==> config.mk <==
export PLATFORM = sky130hd
export DESIGN_NAME = spi_master_byte_shifter_top
export DESIGN_NICKNAME = d
export VERILOG_FILES = /design/src/rtl/spi_mbs_pkg.sv /design/src/rtl/spi_master_byte_shifter_top.sv /design/src/rtl/spi_mbs_core.sv /design/src/rtl/spi_mbs_out_reg.sv
export SDC_FILE = /design/constraint.sdc
export NUM_CORES = 1
export LEC_CHECK = 0
export ABC_AREA = 1
export ABC_CLOCK_PERIOD_IN_PS = 4010
export BUFFER_PORTS_ARGS = -buffer_cell sky130_fd_sc_hd__buf_2
export CAP_MARGIN = 20
export CORE_UTILIZATION = 50
export DETAILED_ROUTE_END_ITERATION = 16
export PLACE_DENSITY = 0.7
export SETUP_SLACK_MARGIN = 0.5
export SYNTH_ARGS = -nofsm -noshare
export SYNTH_HDL_FRONTEND = slang
export SYNTH_HIERARCHICAL = 1
export SYNTH_SLANG_ARGS = --single-unit
export TNS_END_PERCENT = 20
==> constraint.sdc <==
create_clock -name clk_i -period 4.01 [get_ports clk_i]
set_input_delay 0.6015 -clock clk_i [delete_from_list [all_inputs] [get_ports clk_i]]
set_output_delay 0.6015 -clock clk_i [all_outputs]
set_load 0.01 [all_outputs]
==> src/rtl/spi_mbs_pkg.sv <==
// package of types and constants for the spi master byte shifter
package spi_mbs_pkg;

  localparam int unsigned HalfW     = 16;
  localparam int unsigned HalfIdxW  = 5;
  localparam int unsigned ByteW     = 8;
  localparam int unsigned ModeW     = 2;
  localparam int unsigned CfgIdxW   = 2;
  localparam int unsigned InDataW   = 16;
  localparam int unsigned OutDataW  = 16;

  localparam logic [HalfIdxW-1:0] LastHalf      = 5'd16;
  localparam logic [HalfIdxW-1:0] FirstLateHalf = 5'd2;
  localparam logic [HalfW-1:0]    HalfPeriodRst = 16'd1;
  localparam logic [ModeW-1:0]    SpiModeRst    = 2'd0;

  typedef enum logic [CfgIdxW-1:0] {
    CFG_SPI_MODE    = 2'd0,
    CFG_HALF_PERIOD = 2'd1
  } cfg_idx_e;

  typedef struct packed {
    logic             start_req;
    logic [ByteW-1:0] tx_byte;
    logic             miso_level;
  } spi_in_t;

  typedef struct packed {
    logic             sck_level;
    logic             mosi_level;
    logic             busy_res;
    logic             rx_valid;
    logic [ByteW-1:0] rx_byte;
  } spi_res_t;

  typedef struct packed {
    logic [ModeW-1:0] spi_mode;
    logic [HalfW-1:0] half_period;
  } spi_cfg_t;

endpackage

==> src/rtl/spi_master_byte_shifter_top.sv <==
// top level of the spi master byte shifter, modes 0 to 3, msb first
//
// Each input transaction on s_axis is one tick of the serial clock
// generator: it carries a start request, the byte to send and the MISO
// level. Each input transaction gives exactly one output transaction on
// m_axis with the SCK and MOSI levels, the busy flag and, in the tick
// that ends a transfer, rx_valid with the received byte.
// The result of a tick sits in the output register in the cycle after it
// is accepted. One tick is taken per clock cycle while m_axis does not
// stall; the combinational step logic and the output register allow this.
// A transfer lasts 17 half periods of half_period ticks each (zero counts as one).
// The cfg port writes spi_mode (index 0) or half_period (index 1); it is
// always ready and should be used only while no transfer runs.
// Reset clears the transfer state, sets mode 0 and a half period of one
// tick. When m_axis stalls the held result stays put and s_axis_tready
// drops, so no tick is taken until the result is accepted.
module spi_master_byte_shifter_top
  import spi_mbs_pkg::*;
(
  input  logic                clk_i,
  input  logic                rst_ni,
  input  logic                s_axis_tvalid,
  output logic                s_axis_tready,
  // [0] start_req, [8:1] tx_byte, [9] miso_level, [15:10] zero
  input  logic [InDataW-1:0]  s_axis_tdata,
  output logic                m_axis_tvalid,
  input  logic                m_axis_tready,
  // [0] sck_level, [1] mosi_level, [2] busy_res, [3] rx_valid,
  // [11:4] rx_byte, [15:12] zero
  output logic [OutDataW-1:0] m_axis_tdata,
  input  logic                cfg_valid_i,
  output logic                cfg_ready_o,
  input  logic [CfgIdxW-1:0]  cfg_index_i,
  input  logic [HalfW-1:0]    cfg_data_i
);

  spi_cfg_t cfg_q;
  spi_in_t  in_item;
  spi_res_t step_res, out_res;
  logic     accept, free;

  assign cfg_ready_o = 1'b1;

  always_ff @(posedge clk_i or negedge rst_ni) begin
    if (!rst_ni) begin
      cfg_q.spi_mode    <= SpiModeRst;
      cfg_q.half_period <= HalfPeriodRst;
    end else if (cfg_valid_i) begin
      case (cfg_idx_e'(cfg_index_i))
        CFG_SPI_MODE:    cfg_q.spi_mode    <= cfg_data_i[ModeW-1:0];
        CFG_HALF_PERIOD: cfg_q.half_period <= cfg_data_i;
        default: ;
      endcase
    end
  end

  assign in_item.start_req  = s_axis_tdata[0];
  assign in_item.tx_byte    = s_axis_tdata[ByteW:1];
  assign in_item.miso_level = s_axis_tdata[ByteW+1];

  assign s_axis_tready = free;
  assign accept        = s_axis_tvalid && free;

  spi_mbs_core u_core (
    .clk_i  (clk_i),
    .rst_ni (rst_ni),
    .step_i (accept),
    .in_i   (in_item),
    .cfg_i  (cfg_q),
    .res_o  (step_res)
  );

  spi_mbs_out_reg u_out (
    .clk_i   (clk_i),
    .rst_ni  (rst_ni),
    .load_i  (accept),
    .res_i   (step_res),
    .free_o  (free),
    .valid_o (m_axis_tvalid),
    .ready_i (m_axis_tready),
    .res_o   (out_res)
  );

  assign m_axis_tdata = {4'b0000, out_res.rx_byte, out_res.rx_valid, out_res.busy_res,
                         out_res.mosi_level, out_res.sck_level};

endmodule

==> src/rtl/spi_mbs_core.sv <==
// transfer state registers and the per-tick step logic
module spi_mbs_core
  import spi_mbs_pkg::*;
(
  input  logic     clk_i,
  input  logic     rst_ni,
  input  logic     step_i,
  input  spi_in_t  in_i,
  input  spi_cfg_t cfg_i,
  output spi_res_t res_o
);

  logic [HalfIdxW-1:0] half_q, half_d;
  logic [HalfW-1:0]    tick_q, tick_d;
  logic [ByteW-1:0]    tx_q, tx_d;
  logic [ByteW-1:0]    rx_q, rx_d;
  logic                active_q, active_d;
  logic                mosi_q, mosi_d;

  logic                start, act, odd, shifting, last, cpha, idle;
  logic [HalfIdxW-1:0] hi;
  logic [HalfW-1:0]    tc, hp_m1;
  logic [ByteW-1:0]    txs, rxs, rx_new;

  always_comb begin
    cpha  = cfg_i.spi_mode[0];
    idle  = cfg_i.spi_mode[1];
    hp_m1 = (cfg_i.half_period == '0) ? '0 : cfg_i.half_period - HalfW'(1);

    start = !active_q && in_i.start_req;
    act   = active_q || start;
    hi    = start ? '0 : half_q;
    tc    = start ? '0 : tick_q;
    txs   = start ? in_i.tx_byte : tx_q;
    rxs   = start ? '0 : rx_q;

    odd      = hi[0];
    shifting = cpha ? (!odd && (hi >= FirstLateHalf)) : odd;
    last     = (tc >= hp_m1);
    rx_new   = (last && shifting) ? {rxs[ByteW-2:0], in_i.miso_level} : rxs;

    half_d   = half_q;
    tick_d   = tick_q;
    tx_d     = tx_q;
    rx_d     = rx_q;
    active_d = active_q;
    mosi_d   = mosi_q;

    res_o.sck_level = idle;
    res_o.rx_valid  = 1'b0;
    res_o.rx_byte   = '0;

    if (act) begin
      res_o.sck_level = idle ^ odd;
      active_d        = 1'b1;
      half_d          = hi;
      rx_d            = rx_new;
      tx_d            = txs;
      if ((tc == '0) && shifting) begin
        mosi_d = txs[ByteW-1];
        tx_d   = {txs[ByteW-2:0], 1'b0};
      end
      if (last) begin
        tick_d = '0;
        if (hi >= LastHalf) begin
          active_d       = 1'b0;
          half_d         = '0;
          res_o.rx_valid = 1'b1;
          res_o.rx_byte  = rx_new;
        end else begin
          half_d = hi + HalfIdxW'(1);
        end
      end else begin
        tick_d = tc + HalfW'(1);
      end
    end

    res_o.mosi_level = mosi_d;
    res_o.busy_res   = active_d;
  end

  always_ff @(posedge clk_i or negedge rst_ni) begin
    if (!rst_ni) begin
      half_q   <= '0;
      tick_q   <= '0;
      tx_q     <= '0;
      rx_q     <= '0;
      active_q <= 1'b0;
      mosi_q   <= 1'b0;
    end else if (step_i) begin
      half_q   <= half_d;
      tick_q   <= tick_d;
      tx_q     <= tx_d;
      rx_q     <= rx_d;
      active_q <= active_d;
      mosi_q   <= mosi_d;
    end
  end

  a_half_range: assert property (@(posedge clk_i) disable iff (!rst_ni)
    half_q <= LastHalf)
    else $error("half index out of range");

  a_idle_clear: assert property (@(posedge clk_i) disable iff (!rst_ni)
    !active_q |-> (half_q == '0 && tick_q == '0))
    else $error("counters not cleared while idle");

  a_done_not_busy: assert property (@(posedge clk_i) disable iff (!rst_ni)
    res_o.rx_valid |-> (!res_o.busy_res && active_q))
    else $error("completion while idle or still busy");

  a_mosi_hold: assert property (@(posedge clk_i) disable iff (!rst_ni)
    !step_i |=> $stable(mosi_q))
    else $error("mosi moved without a tick");

endmodule

==> src/rtl/spi_mbs_out_reg.sv <==
// result register between the step logic and the output stream
module spi_mbs_out_reg
  import spi_mbs_pkg::*;
(
  input  logic     clk_i,
  input  logic     rst_ni,
  input  logic     load_i,
  input  spi_res_t res_i,
  output logic     free_o,
  output logic     valid_o,
  input  logic     ready_i,
  output spi_res_t res_o
);

  logic     valid_q, valid_d;
  spi_res_t res_q;

  assign free_o  = !valid_q || ready_i;
  assign valid_d = load_i || (valid_q && !ready_i);
  assign valid_o = valid_q;
  assign res_o   = res_q;

  always_ff @(posedge clk_i or negedge rst_ni) begin
    if (!rst_ni) begin
      valid_q <= 1'b0;
    end else begin
      valid_q <= valid_d;
    end
  end

  always_ff @(posedge clk_i) begin
    if (load_i) begin
      res_q <= res_i;
    end
  end

  a_no_overwrite: assert property (@(posedge clk_i) disable iff (!rst_ni)
    (valid_q && !ready_i) |-> !load_i)
    else $error("held result overwritten");

  a_stall_hold: assert property (@(posedge clk_i) disable iff (!rst_ni)
    (valid_q && !ready_i) |=> (valid_q && $stable(res_q)))
    else $error("stalled result changed");

  a_load_shows: assert property (@(posedge clk_i) disable iff (!rst_ni)
    load_i |=> valid_q)
    else $error("loaded result not shown");

endmodule

==> flow_summary.json <==
{
  "die_w_um": 99.9,
  "syn_inst": 652,
  "drt-total-wl_um": 10400,
  "crit_family": "simple AND/OR/NAND/NOR gates",
  "ir_drop_uv": 220,
  "fp.dieH_um": 99.9,
  "path_clk_slew_ns": 0.08,
  "hold_path_class": "in -> async",
  "io_pins": 58,
  "dp.final_hpwl_um": 7550,
  "cts.path.max_buffers": 2,
  "cts.htree.levels": 3,
  "die-area_um2": 9980,
  "crit_slowest_cell": "dfrtp_1",
  "cts.sinks": 70,
  "antenna_found_initial": 0,
  "ys_seq_area_share_pct": 37.8,
  "fin_util_pct": 56.7,
  "ys.flop_type": "dfrtp_1",
  "cts_root_buf": "clkbuf_8",
  "critPathMaxFanout": 8,
  "r2r_start": "cfg_q[3]",
  "cp_common_cell": "nand2_1",
  "max_freq_mhz": 312,
  "period_share_pct": 79.8,
  "grt_max_degree": 34,
  "tritoncts": "built",
  "cap_viol_max_count": 0,
  "syn_to_final_growth_pct": 9.79,
  "gp_congestion": 0.917,
  "netlist_area_um2": 4790,
  "critical_path_arrival_ns": 3.29,
  "max_stage_delay_ns": 0.42,
  "slew_headroom_pct": 37.0,
  "required_ns": 4.10,
  "viasPerCell": 5.10,
  "clkLatencyLatePin_ns": 0.34,
  "crit_path_start": "cfg_q[3]",
  "tns_ns": 0,
  "postCtsHoldBufs": 0,
  "gr-total-overflow": 0,
  "crit_buf_inv": 1,
  "grt_pass1_wl_um": 17700,
  "outcome": "finished, final reports clean",
  "syn_avg_cell_area_um2": 7.35,
  "num_vias": 4231,
  "drv_slew": 0,
  "cp-end-kind": "flop",
  "remaining_drc_errors": 0,
  "finalSetupViolations": 0,
  "async_flop_share_pct": 82.9,
  "fp-row-count": 35,
  "fp.coreArea_um2": 9280,
  "crit_chain": "or2_2, nor2_1, nand2_1, nor2_1, nand2_1, nor2_2, nand3_1, nand2_1, nand3_1, ha_1, a21oi_1, o21ai_1, a21oi_4, nand2_4, nand2_1, nor2_2, inv_2, nor2_1",
  "power.density_nw_per_um2": 469,
  "rsz0062_at_grt": "false",
  "nets": 756,
  "cp-start-kind": "flop",
  "hold_violations": 0,
  "ys_ff_latch": 70,
  "crit_type": "reg -> reg",
  "io_buffers": 46,
  "dr.pass1.iters": 5,
  "ys_types": 39,
  "worst_pin_slew_ns": 0.943,
  "cts_made_buffers": 9,
  "antenna_cells": 0,
  "wl_per_cell_um": 12.5,
  "track_usage_pct": 22.2,
  "synth-warning-count": 6,
  "antenna_left": 0,
  "layout-drive-gt1-share_pct": 16.3,
  "synth_edf_count": 12,
  "total_leakage_power_nw": 2.80,
  "drt_iter0_markers": 230,
  "start_util_pct": 51.6,
  "clock_skew_ns": 0.00963,
  "grt_pass1_vias": 3969,
  "fin_crit_ns": 3.20
}
timing repair:
action                                  in CTS  in global routing
setup buffers                                0                  5
endpoints found under the setup margin       0                 33
gates resized for setup                      0                  6
kinds of logic (layout without fill, tap and decap cells):
| family | after synthesis | in the layout | share of synthesized area, % |
|---|---|---|---|
| other | 2 | 5 | 0.157 |
| adder cells (fa/ha/maj) | 22 | 22 | 5.74 |
| multiplexers | 1 | 1 | 0.209 |
| XOR/XNOR | 18 | 18 | 3.29 |
| AND/OR/NAND/NOR | 370 | 371 | 34.8 |
| flip-flops | 70 | 70 | 37.8 |
| AO/OA/AOI/OAI | 58 | 58 | 6.58 |
| buffers and inverters | 111 | 155 | 11.4 |
final cells by class:
class                   instances  area (um2)
repair buffers                 56         305
clock buffers                  10         128
flip-flops and latches         70        1810
inverters                      83         312
well taps                     129         161
clock inverters                 6        62.6
multi-input cells             475        2480
fillers                       885        4020
worst reg2reg max path, stage by stage (launching register included):
cell     delay (ns)
dfrtp_1        0.42
or2_2          0.31
nor2_1         0.14
nand2_1        0.11
nor2_1         0.12
nand2_1        0.13
nor2_2         0.14
nand3_1        0.08
nand2_1        0.07
nand3_1        0.07
ha_1           0.32
a21oi_1        0.14
o21ai_1        0.11
a21oi_4        0.26
nand2_4        0.13
nand2_1        0.13
nor2_2         0.06
inv_2          0.13
nor2_1         0.07
metal layers:
metal | wire length [um] | up-vias | track usage (%)
met3 | 368 | 12 | 3.62
met1 | 4860 | 1968 | 28.4
met5 | 0 | - | 0
met2 | 5000 | 94 | 38.4
li1 | - | 2157 | -
met4 | 126 | 0 | 7.35
stage by stage:
stage	setup WS [ns]	power [mW]	hold slack (ns)	area [um2]	cells
4_1_cts	0.584	2.46	0.356	5190	823
3_5_place_dp	0.609	1.89	0.470	5000	807
5_1_grt	0.472	2.66	0.380	5260	829
6_report	0.808	2.47	0.336	5260	829
2_1_floorplan	1.12	1.72	0.306	4800	655
3_3_place_gp	0.713	1.85	0.461	5000	807
sequential cells by signal, summed over array words and instances, names as in the netlist:
register	cells
u_core/tick_q	16
u_out/res_o	12
u_core/active_q	1
u_out/valid_o	1
u_core/rx_q	8
u_core/half_q	5
u_core/tx_q	8
cfg_q	18
u_core/mosi_q	1
power by group:
group / total (mW) / leakage (nW) / switching, mW / internal (mW)
clock: 0.566 / 0.0899 / 0.281 / 0.286
combinational: 0.926 / 1.84 / 0.594 / 0.332
sequential: 0.974 / 0.876 / 0.101 / 0.873
total: 2.47 / 2.80 / 0.976 / 1.49
synthesized netlist by cell type (7+ instances only):
| library cell | instances | area share, % |
|---|---|---|
| o22ai_1 | 7 | 0.91 |
| nand2_1 | 192 | 15 |
| or2_2 | 8 | 1.0 |
| nand4_1 | 25 | 3.3 |
| ha_1 | 22 | 5.7 |
| nor2_1 | 59 | 4.6 |
| xor2_1 | 15 | 2.7 |
| o21ai_0 | 27 | 2.8 |
| inv_1 | 79 | 6.2 |
| nand3_1 | 60 | 6.3 |
| buf_4 | 9 | 1.4 |
| buf_6 | 8 | 1.9 |
| edfxtp_1 | 12 | 7.5 |
| dfrtp_1 | 57 | 30 |
| o21ai_1 | 13 | 1.4 |
| nand2_2 | 12 | 1.6 |
layout by cell type, fill, tap and decap left out, drive strengths merged:
cell type	count
edfxtp	12
o21a	1
nor2	63
dfrtp	57
o21ai	41
a21o	1
nor4	1
nand3	61
conb	5
xor2	15
nand2	209
nand4	25
xnor2	3
clkinvlp	2
ha	22
bufinv	1
clkinv	3
mux2i	1
clkbuf	10
inv	83
dfstp	1
nor3	4
buf	56
a21oi	6
o21bai	1
a31oi	1
or2	8
o22ai	7
path summary, 6_finish.rpt:
path                                    end  slack (ns)  cells after the start
min in group clk_i                 cfg_q[0]        0.48                      2
hold reg to reg                    cfg_q[0]        0.48                      2
max in group asynchronous          cfg_q[0]        2.79                      2
hold / removal             u_core/tick_q[0]        0.34                      1
setup / recovery             u_out/res_o[4]        0.81                     18
setup reg to reg             u_out/res_o[4]        0.81                     18
No activity file was read; power rests on OpenSTA's default activity.
